<file path="config.mk">
export PLATFORM = sky130hd
export DESIGN_NAME = rbls_win
export DESIGN_NICKNAME = d
export VERILOG_FILES = /design/src/rtl/core/rbls_pkg.sv /design/src/rtl/core/rbls_win.sv
export SDC_FILE = /design/constraint.sdc
export NUM_CORES = 1
export LEC_CHECK = 0
export BUFFER_PORTS_ARGS = -buffer_cell sky130_fd_sc_hd__buf_2
export CELL_PAD_IN_SITES_DETAIL_PLACEMENT = 0
export CELL_PAD_IN_SITES_GLOBAL_PLACEMENT = 1
export CORE_UTILIZATION = 51
export CTS_BUF_LIST = sky130_fd_sc_hd__clkbuf_4
export DETAILED_ROUTE_END_ITERATION = 6
export HOLD_SLACK_MARGIN = 0.08
export PLACE_DENSITY_LB_ADDON = 0.1
export SYNTH_ARGS = -nofsm -noshare
export SYNTH_HDL_FRONTEND = slang
export SYNTH_SLANG_ARGS = --single-unit
export TNS_END_PERCENT = 100
</file>
<file path="constraint.sdc">
create_clock -name clk -period 12.1 [get_ports clk]
set_input_delay 0.605 -clock clk [delete_from_list [all_inputs] [get_ports clk]]
set_output_delay 0.605 -clock clk [all_outputs]
set_load 0.01 [all_outputs]
</file>
<file path="src/rtl/core/rbls_pkg.sv">
// Shared types, constants and codes of the rigid body linear step block.
// No dependencies; every other file of the block refers to it by scoped names.
package rbls_pkg;

  // Fixed-point formats
  localparam int FIX_W      = 48;  // Q15.32 position, velocity, force
  localparam int DT_W       = 16;  // Q8.8 time step
  localparam int DAMP_W     = 16;  // Q1.15 damping
  localparam int THR_W      = 63;  // squared-speed threshold
  localparam int HALF_W     = 32;  // multiplier operand width
  localparam int PROD_W     = 2 * FIX_W;
  localparam int SUM_W      = 2 * HALF_W + 2;
  localparam int DAMP_FRAC  = 15;
  localparam int IMASS_FRAC = 32;
  localparam int DT_FRAC    = 8;

  // Configuration port
  localparam int CFG_IDX_W  = 3;
  localparam int CFG_DATA_W = 63;

  localparam int REST_FRAMES_DEF = 8;

  typedef logic signed [FIX_W-1:0] fix_t;
  typedef fix_t [2:0] vec_t;

  localparam fix_t FIX_MAX   = 48'sh7FFF_FFFF_FFFF;
  localparam fix_t FIX_MIN   = 48'sh8000_0000_0000;
  localparam fix_t GRAVITY_Y = -48'sd42950;

  localparam logic [FIX_W-1:0] INV_MASS_RST = 48'h0001_0000_0000;
  localparam logic [DAMP_W-1:0] DAMP_RST    = 16'd32113;
  localparam logic [THR_W-1:0] THR_RST      = 63'd184467440737;

  localparam logic CMD_TICK    = 1'b0;
  localparam logic CMD_RESTART = 1'b1;

  typedef enum logic [CFG_IDX_W-1:0] {
    REG_GRAVITY_ENABLE,
    REG_MOVABLE,
    REG_INVERSE_MASS,
    REG_DAMPING,
    REG_REST_THRESHOLD,
    REG_START_X,
    REG_START_Y,
    REG_START_Z
  } cfg_reg_t;

  typedef enum logic [3:0] {
    ST_IDLE,
    ST_DAMP,
    ST_ACC,
    ST_DVEL,
    ST_DPOS,
    ST_PUSH,
    ST_CHK_RD,
    ST_CHK_SQ,
    ST_FINISH,
    ST_EMIT
  } state_t;

  // Request to the shared multiplier: unsigned magnitudes
  typedef struct packed {
    logic [FIX_W-1:0] a;
    logic [FIX_W-1:0] b;
    logic             short_b;   // b below 2^32
    logic             short_ab;  // a and b below 2^32
  } mul_req_t;

endpackage

</file>
<file path="src/rtl/core/rbls_win.sv">
// Window of recent velocities: a row memory written round robin, with one
// valid bit per row so that cleared rows read as zero. Uses rbls_pkg.
module rbls_win #(
  parameter int ROWS = rbls_pkg::REST_FRAMES_DEF
) (
  input  logic                    clk,
  input  logic                    rst,
  input  logic                    clear,
  input  logic                    push,
  input  rbls_pkg::vec_t          push_row,
  input  logic                    rd_en,
  input  logic [$clog2(ROWS)-1:0] rd_addr,
  output rbls_pkg::vec_t          rd_row
);

  localparam int AW = $clog2(ROWS);

  rbls_pkg::vec_t mem [ROWS];
  rbls_pkg::vec_t rd_data;
  logic           rd_hit;
  logic [ROWS-1:0] valid;
  logic [AW-1:0]  ptr;

  // Write the newest row over the oldest one
  always_ff @(posedge clk) begin
    if (push) begin
      mem[ptr] <= push_row;
    end
  end

  // Registered read
  always_ff @(posedge clk) begin
    if (rd_en) begin
      rd_data <= mem[rd_addr];
    end
  end

  // Valid bits, write pointer and read hit
  always_ff @(posedge clk) begin
    if (rst || clear) begin
      valid  <= '0;
      ptr    <= '0;
      rd_hit <= 1'b0;
    end else begin
      if (rd_en) begin
        rd_hit <= valid[rd_addr];
      end
      if (push) begin
        valid[ptr] <= 1'b1;
        ptr        <= (ptr == AW'(ROWS - 1)) ? '0 : ptr + 1'b1;
      end
    end
  end

  assign rd_row = rd_hit ? rd_data : '0;

endmodule

</file>
==> impl_metrics.tcl <==
set metrics [dict create \
    placed_cells 3511 \
    reg2reg_slack_ps 8490 \
    yosys_warnings 0 \
    cts_tree "yes" \
    hold_start "rd_addr[2]" \
    grt_util_all_layers 0.217 \
    synth_nets 2174 \
    combPwrFrac 0.046 \
    dpl_cell_area_mm2 0.0519 \
    tns_ps 0 \
    initial_utilization 0.516 \
    hpwl_mm 50.1 \
    grt_max_degree 141 \
    rsz0062_at_grt "no" \
    stdcell_count 4245 \
    syn_to_final_growth_pct 17.4 \
    drive_above_1_share 0.433 \
    syn_inst 2020 \
    stdcell_area_mm2 0.0576 \
    critPathMaxFanout 80 \
    dieHeight_um 312 \
    max_freq_ghz 0.244 \
    cp.arrival_ps 3490 \
    syn_avg_cell_area_um2 24.3 \
    synth_seq_cells 1308 \
    synth_cell_types 20 \
    worst-path-buf-inv 2 \
    setup_viol 0 \
    intPower_uw 7260 \
    finalClockSkew_ps 54.0 \
    num_rows 113 \
    antenna_found_initial 8 \
    post_cts_resized 0 \
    grt_pass1_wl_mm 155 \
    hold_path_class "input pin to register" \
    synth_top_area_frac 0.793 \
    worst_pin_slew_ps 979 \
    numPortBuffers 295 \
    slew_viol_final 0 \
    sequentialPowerShare 0.556 \
    switching_share 0.208 \
    synth.largest_area_cell "edfxtp_1" \
    core_mm2 0.0952 \
    ys_seq_area_frac 0.798 \
    power_frac_clock 0.398 \
    timing.rr.end "mem[4][9]$_DFFE_PP_" \
    status "completed" \
    hold_path_end "rd_data[40]$_DFFE_PP_" \
    clock_path_buffers 4 \
    wl_per_cell_um 24.3 \
    overflow 0 \
    period_needed_ps 4100 \
    die_w_um 312 \
    clk_latency_ps 1120 \
    place_congestion 0.713 \
    whs_path_depth 2 \
    fin_crit_sh 0.339 \
    leakagePower_uw 0.0196 \
    pin_count 296 \
    end_kind "primary output" \
    crit_family "buffers and inverters" \
    ys_top_cells_by_area "edfxtp_1, mux4_2, mux2_2, and2_1, buf_6" \
    drtPass1Iterations 5 \
    cts_made_buffers 352 \
    p_sw_uw 1910 \
    hold_viol_final 0 \
    fill_cells 6878 \
    timing.critical_path.required_ps 11490 \
    nets 2904 \
    rr_startpoint "ptr[2]$_SDFFE_PP0P_" \
    clk_root_buffer_cell "clkbuf_4" \
    vias_per_cell 5.43 \
    wirelength_mm 103 \
    htree_levels 5 \
    ir_drop_uv 103 \
    hold_slack_ps 246 \
    grt_pass1_vias 25600 \
    drtAntennaViolNets 0 \
    cts_setup_buffers 0 \
    slew_headroom 0.348 \
    powerDensity_mw_per_mm2 159 \
    critPathKind "register to primary output" \
    first_iter_violations 1496 \
    crit_chain "buf_4 -> and2_1 -> buf_2" \
    drv_cap 0 \
    cts_sinks 1308 \
    vias 23000 \
    cp-start-kind "register" \
    cts.clk_slew.worst_paths_ps 60 \
    drc 0 \
    ff2ff_path_depth 5 \
    crit_slowest_cell "dfxtp_4" \
    netlist_area_mm2 0.0491 \
    max_stage_delay_ps 940 \
    cts_hold_buf 150 \
    finish.utilization 0.605 \
    die-area_mm2 0.0975 \
]
==> placed cells by master (no fill, tap or decap) <==
cell type      count
buf_12             9
mux2i_1            7
buf_4             20
mux2_2           144
nor3_1             3
buf_6              2
mux4_2           289
diode_2            6
nor3_2             2
nor2_1             2
dfxtp_4            1
inv_2              7
nand2b_1           3
clkinv_2           6
bufinv_16          4
o21ai_0            1
buf_8              2
clkinv_1          55
dlygate4sd3_1    150
ha_1               2
a21oi_1            1
nand2_1            2
clkinvlp_4         1
o21a_1             8
dfxtp_1           11
and2_1           144
edfxtp_1        1296
clkbuf_4         505
nor2_4             6
buf_2            291
==> cell families after synthesis <==
logic type,Yosys count,share of synthesized area
flip-flops,1308,0.798
multiplexers,440,0.167
AND/OR/NAND/NOR,162,0.0200
buffers and inverters,98,0.0130
AO/OA/AOI/OAI,10,0.00143
adder cells (fa/ha/maj),2,0.000510
==> state kept, by name, indices dropped and copies added, names as in the netlist <==
name	count
rd_data	144
mem	1152
ptr	3
rd_hit	1
valid	8
==> final cells by class <==
cell class / instances / area (um^2) / share of cell area
sequential: 1308 / 39200 / 0.680
multi-input combinational: 614 / 9330 / 0.162
clock buffer: 505 / 3790 / 0.0658
timing repair buffer: 474 / 3340 / 0.0580
tap: 1265 / 1580 / 0.0275
clock inverter: 73 / 390 / 0.00678
antenna: 6 / 15.0 / 0.000261
==> cells in the mapped netlist <==
library cell and instances:
buf_4 1, clkbuf_1 40, buf_6 30, mux2i_1 7, buf_1 3, dfxtp_1 12, nand2b_1 3, edfxtp_1 1296
nor3_1 5, o21a_1 8, nand2_1 2, a21oi_1 1, nor2_1 8, ha_1 2, mux4_2 289, buf_8 1
mux2_2 144, o21ai_0 1, and2_1 144, buf_2 23
==> power groups by stage <==
stage	clock network [uW]	registers, uW	logic [uW]
2_1_floorplan	0	5200	238
4_1_cts	3780	5100	428
5_1_grt	4010	5100	453
3_5_place_dp	0	5200	383
6_report	3650	5100	417
3_3_place_gp	0	5190	373
==> metal layers <==
layer  wire [um]  GRT usage  share of wire
met5          46          0        0.00045
met4        1280     0.0662          0.012
met3        5960     0.0563          0.058
met2       54100      0.371           0.52
met1       41900      0.273           0.41
==> worst max-delay path by stage <==
| stage | from | to | slack, ps | depth (start not counted) |
|---|---|---|---|---|
| CTS | rd_hit$_SDFFE_PP0P_ | rd_row[11] | 7710 | 3 |
| floorplan | push | mem[0][0]$_DFFE_PP_ | 550 | 3 |
| global placement | rd_addr[0] | rd_data[32]$_DFFE_PP_ | 7910 | 5 |
| global route | rd_hit$_SDFFE_PP0P_ | rd_row[11] | 7730 | 3 |
| detailed placement | rd_addr[0] | rd_data[31]$_DFFE_PP_ | 7860 | 5 |
| finish | rd_hit$_SDFFE_PP0P_ | rd_row[11] | 8000 | 3 |
==> stage by stage <==
| step | power [uW] | worst slack (ps) |
|---|---|---|
| 2_1_floorplan | 5440 | 546 |
| 3_3_place_gp | 5570 | 7910 |
| 3_5_place_dp | 5580 | 7860 |
| 4_1_cts | 9300 | 7710 |
| 5_1_grt | 9570 | 7730 |
| 6_report | 9170 | 8000 |
(Power assumes the default switching activity.)
