<file path="config.mk">
export PLATFORM = sky130hd
export DESIGN_NAME = rbls_mul
export DESIGN_NICKNAME = d
export VERILOG_FILES = /design/src/rtl/core/rbls_pkg.sv /design/src/rtl/core/rbls_mul.sv
export SDC_FILE = /design/constraint.sdc
export NUM_CORES = 2
export LEC_CHECK = 0
export ABC_AREA = 1
export BUFFER_PORTS_ARGS = -buffer_cell sky130_fd_sc_hd__buf_2
export CORE_MARGIN = 5
export CORE_UTILIZATION = 25
export CTS_CLUSTER_SIZE = 14
export DETAILED_ROUTE_END_ITERATION = 10
export GPL_ROUTABILITY_DRIVEN = 0
export PLACE_DENSITY = 0.43
export SETUP_SLACK_MARGIN = 0.02
export SLEW_MARGIN = 0
export SYNTH_ARGS = -nofsm -noshare
export SYNTH_HDL_FRONTEND = slang
export SYNTH_SLANG_ARGS = --single-unit
export TNS_END_PERCENT = 10
</file>
<file path="constraint.sdc">
create_clock -name clk -period 8.76 [get_ports clk]
set_input_delay 0.876 -clock clk [delete_from_list [all_inputs] [get_ports clk]]
set_output_delay 0.876 -clock clk [all_outputs]
set_load 0.02 [all_outputs]
</file>
<file path="src/rtl/core/rbls_pkg.sv">
// Shared types, constants and codes of the rigid body linear step block.
// No dependencies; every other file of the block refers to it by scoped names.
package rbls_pkg;

  // Fixed-point formats
  localparam int FIX_W      = 48;  // Q15.32 position, velocity, force
  localparam int DT_W       = 16;  // Q8.8 time step
  localparam int DAMP_W     = 16;  // Q1.15 damping
  localparam int THR_W      = 63;  // squared-speed threshold
  localparam int HALF_W     = 32;  // multiplier operand width
  localparam int PROD_W     = 2 * FIX_W;
  localparam int SUM_W      = 2 * HALF_W + 2;
  localparam int DAMP_FRAC  = 15;
  localparam int IMASS_FRAC = 32;
  localparam int DT_FRAC    = 8;

  // Configuration port
  localparam int CFG_IDX_W  = 3;
  localparam int CFG_DATA_W = 63;

  localparam int REST_FRAMES_DEF = 8;

  typedef logic signed [FIX_W-1:0] fix_t;
  typedef fix_t [2:0] vec_t;

  localparam fix_t FIX_MAX   = 48'sh7FFF_FFFF_FFFF;
  localparam fix_t FIX_MIN   = 48'sh8000_0000_0000;
  localparam fix_t GRAVITY_Y = -48'sd42950;

  localparam logic [FIX_W-1:0] INV_MASS_RST = 48'h0001_0000_0000;
  localparam logic [DAMP_W-1:0] DAMP_RST    = 16'd32113;
  localparam logic [THR_W-1:0] THR_RST      = 63'd184467440737;

  localparam logic CMD_TICK    = 1'b0;
  localparam logic CMD_RESTART = 1'b1;

  typedef enum logic [CFG_IDX_W-1:0] {
    REG_GRAVITY_ENABLE,
    REG_MOVABLE,
    REG_INVERSE_MASS,
    REG_DAMPING,
    REG_REST_THRESHOLD,
    REG_START_X,
    REG_START_Y,
    REG_START_Z
  } cfg_reg_t;

  typedef enum logic [3:0] {
    ST_IDLE,
    ST_DAMP,
    ST_ACC,
    ST_DVEL,
    ST_DPOS,
    ST_PUSH,
    ST_CHK_RD,
    ST_CHK_SQ,
    ST_FINISH,
    ST_EMIT
  } state_t;

  // Request to the shared multiplier: unsigned magnitudes
  typedef struct packed {
    logic [FIX_W-1:0] a;
    logic [FIX_W-1:0] b;
    logic             short_b;   // b below 2^32
    logic             short_ab;  // a and b below 2^32
  } mul_req_t;

endpackage

</file>
<file path="src/rtl/core/rbls_mul.sv">
// Shared 48x48 unsigned multiplier built from one 32x32 multiplier that
// runs over up to four partial products and accumulates them. Uses rbls_pkg.
module rbls_mul (
  input  logic                          clk,
  input  logic                          rst,
  input  logic                          start,
  input  rbls_pkg::mul_req_t            req,
  output logic [rbls_pkg::PROD_W-1:0]   prod,
  output logic                          done
);

  localparam int HW = rbls_pkg::HALF_W;
  localparam int FW = rbls_pkg::FIX_W;
  localparam int PW = rbls_pkg::PROD_W;

  logic [FW-1:0]   a;
  logic [FW-1:0]   b;
  logic [1:0]      step;
  logic [1:0]      last;
  logic            busy;
  logic [2*HW-1:0] pp;
  logic [1:0]      pp_sh;
  logic            pp_v;
  logic            pp_last;
  logic [HW-1:0]   op_a;
  logic [HW-1:0]   op_b;
  logic [PW-1:0]   pp_ext;

  // Pick the halves for this partial product: step bit 0 selects high a,
  // step bit 1 selects high b
  assign op_a = step[0] ? HW'(a[FW-1:HW]) : a[HW-1:0];
  assign op_b = step[1] ? HW'(b[FW-1:HW]) : b[HW-1:0];

  // Align the registered partial product
  always_comb begin
    case (pp_sh)
      2'd0:    pp_ext = PW'(pp);
      2'd1:    pp_ext = PW'(pp) << HW;
      default: pp_ext = PW'(pp) << (2 * HW);
    endcase
  end

  // Sequence control
  always_ff @(posedge clk) begin
    if (rst) begin
      busy <= 1'b0;
      pp_v <= 1'b0;
      done <= 1'b0;
    end else begin
      done <= pp_v & pp_last;
      pp_v <= busy;
      if (start) begin
        busy <= 1'b1;
      end else if (busy && step == last) begin
        busy <= 1'b0;
      end
    end
  end

  // Operands, partial product and accumulator
  always_ff @(posedge clk) begin
    if (start) begin
      a    <= req.a;
      b    <= req.b;
      step <= 2'd0;
      prod <= '0;
      if (req.short_ab) begin
        last <= 2'd0;
      end else if (req.short_b) begin
        last <= 2'd1;
      end else begin
        last <= 2'd3;
      end
    end
    if (busy) begin
      pp      <= op_a * op_b;
      pp_sh   <= {1'b0, step[0]} + {1'b0, step[1]};
      pp_last <= (step == last);
      step    <= step + 2'd1;
    end
    if (pp_v) begin
      prod <= prod + pp_ext;
    end
  end

endmodule

</file>
==> impl_results.md <==
- Outcome: completed
- CTS max path bufs: 3
- Number of synthesized flops with an enable pin: 263
- Initial core utilization: 25.2%
- GRT Resource Usage Total: 19.2%
- Port Buf Inserts: 197
- Sum of negative setup slack: 0 ns
- Slowest cell on the critical path: o21ai_4
- CTS tree: yes
- Synthesized net count: 8301
- WL final: 215000 um
- Yosys warning total: 0
- Num CTS Buffers: 38
- CP max FO: 17
- Synth Area per Inst: 7.61 um^2
- Fin nets: 8482
- Buf+Inv Stages, Crit Path: 5
- WL/cell: 21.5 um
- Count of cell types in the netlist: 45
- Cell count after synthesis: 6944
- Die width: 470 um
- Leading area contributor after synthesis: fa_1
- Via count: 45100
- Antenna violations before repair: 6
- I/O pins: 198
- Worst Hold Margin: 0.419 ns
- Rows: 168
- Critical path depth: 23
- Hold/Removal Path Class: primary input to flop
- Crit path required time: 9.19 ns
- Final setup vio count: 0
- Max incr delay on CP: 0.68 ns
- Crit Path Class: flop to flop
- Area growth from synthesis to layout: 11.5%
- Core Util, Final: 28.0%
- Vias per std cell: 4.52
- 1st-iter DRT viols: 4153
- Remaining DRCs: 0
- R2R setup slack: 0.31 ns
- H-tree depth: 2
- Fin. max-slew vios: 0
- Worst Skew: 0.0328 ns
- Commonest non-fill, non-tap cell in the layout: nand2_1
- Detailed Routing Iterations Pass 1: 6
- Worst-Margin Slew: 1.09 ns
- Core area: 210000 um^2
- Final WS setup: 0.309 ns
- CP Launch Point: step[1]
- Top FF cell, synth: edfxtp_1
- GRT overflow: 0
- Critical R2R Capture: pp[36]
- HPWL after DPL: 182000 um
- Minimum clock period: 8.45 ns
- Most Frequent Cell on Critical Path: fa_1
- Synth top area share: 34.0%
- R2R depth: 23
- Worst Setup EP: pp[36]
- Die Area: 221000 um^2
- Clk sinks: 266
- Pre-CTS setup slack: 0.304 ns
- # hold bufs at CTS: 0
- Startpoint Class: flop
- Commonest cells after routing, fill and taps aside: 1672 x nand2_1, 1669 x inv_1, 986 x nor2_1
- Critical Path AT: 8.88 ns
- Final Hold Fails: 0
- Via count of the first global-routing pass: 46400
- FF+latch count, synth: 266
- CTS clk-pin slew, worst paths: 0.08 ns
- Setup crit end kind: flop
- Clock Latency Late Sink: 0.64 ns
- Largest net degree at the start of global routing: 66
- Share of layout cells above drive strength 1: 8.82%
- Highest clock rate: 0.118 GHz
- DIE HEIGHT: 470 um
- Max Cap Violations: 0
- Cell family with most CP delay: adder cells
- FF-to-FF Start: step[1]
- Final antenna-violating net count: 0
- Crit-path cells: buf_12 > o21ai_4 > inv_1 > nand2_1 > fa_1 > inv_1 > fa_1 > fa_1 > inv_1 > fa_1 > inv_1 > fa_1 > fa_1 > fa_1 > fa_1 > ha_1 > a21oi_1 > o21ai_0 > a21oi_1 > nand2_1 > a21oi_1 > nand2_1 > xor2_1
- Tcrit/Tclk final: 96.5%
- Top post-synthesis cells by area: fa_1 34%, edfxtp_1 15%, nand2_1 12%, inv_1 12%, ha_1 8.5%
- First-pass GRT wire length: 314000 um
- Clk root buf: clkbuf_16
- Synthesized area: 52800 um^2
- Synth async-reset ratio: 0%
- Relative slew slack: 27.4%
- Register area share after synthesis: 15.1%
- RSZ-0062 raised after global routing: no
[metrics by stage]
stage               cells  instance area, um^2
global route         9960                58900
detailed placement   9885                57500
global placement     9885                57500
floorplan            6944                52800
finish               9964                58900
CTS                  9955                58800
[worst reg2reg max path, cell delays in order (launching register included)]
cell and delay [ns]:
edfxtp_1 0.47, buf_12 0.21, o21ai_4 0.70, inv_1 0.46
nand2_1 0.20, fa_1 0.42, inv_1 0.09, fa_1 0.44
fa_1 0.51, inv_1 0.05, fa_1 0.48, inv_1 0.06
fa_1 0.52, fa_1 0.59, fa_1 0.44, fa_1 0.53
ha_1 0.39, a21oi_1 0.26, o21ai_0 0.22, a21oi_1 0.46
nand2_1 0.21, a21oi_1 0.15, nand2_1 0.13, xor2_1 0.30
[sequential cells by signal, indices dropped and copies added (netlist names)]
signal / count
pp_last: 1
a: 48
last: 2
b: 48
pp: 64
busy: 1
pp_sh: 2
done: 1
prod: 96
step: 2
pp_v: 1
[synth_stat cells, types with 10 or more instances]
cell type / instances
nor3_2: 10
xor2_1: 36
clkbuf_1: 71
nand2_2: 42
nor2_2: 61
nor3_1: 15
clkinv_1: 25
ha_1: 359
nand3_1: 113
nand2_1: 1674
o21ai_1: 14
nand3_2: 19
inv_1: 1672
xnor2_1: 10
a21oi_1: 220
o21ai_2: 12
fa_1: 897
buf_2: 104
inv_2: 25
or2_2: 30
nor2_1: 986
o21ai_0: 113
nand4_1: 29
o22ai_1: 64
edfxtp_1: 263
[layer usage]
layer,track usage (%),vias up,part of all wire [%]
met4,5.29,4,3.1
met5,0,-,0.013
li1,-,20900,-
met2,30.4,1656,44
met1,27.0,22300,46
met3,3.21,254,6.9
[worst min-delay path by stage]
stage | startpoint | end | slack (ns) | cells after the start
after floorplan | pp_last | done | 0.44 | 2
after global placement | pp_last | done | 0.46 | 2
after detailed placement | pp_last | done | 0.46 | 2
after CTS | req[10] | b[8] | 0.36 | 1
after global routing | req[10] | b[8] | 0.38 | 1
final | req[10] | b[8] | 0.42 | 1
[what timing repair did]
| action | in CTS | in global routing |
|---|---|---|
| buffers inserted | 0 | 5 |
| gates resized for setup | 0 | 9 |
| endpoints found under the setup margin | 0 | 4 |
[final cells by class]
cell class | count | area [um^2]
timing repair buffer | 328 | 2000
sequential | 266 | 7960
clock inverter | 26 | 289
tap | 2805 | 3510
antenna | 4 | 10.0
multi-input combinational | 4769 | 37600
inverter | 1722 | 6480
fill | 23100 | 151000
clock buffer | 44 | 995
[cells by family after synthesis]
group           share of synthesized area, %
fa+ha+maj                               42.5
simple gates                            23.1
compound gates                          4.71
xor+xnor                               0.763
buf+inv                                 13.9
flops                                   15.1
Power is not shown: default switching activity piles up to over one toggle a cycle in this logic, so the estimate is an artifact.
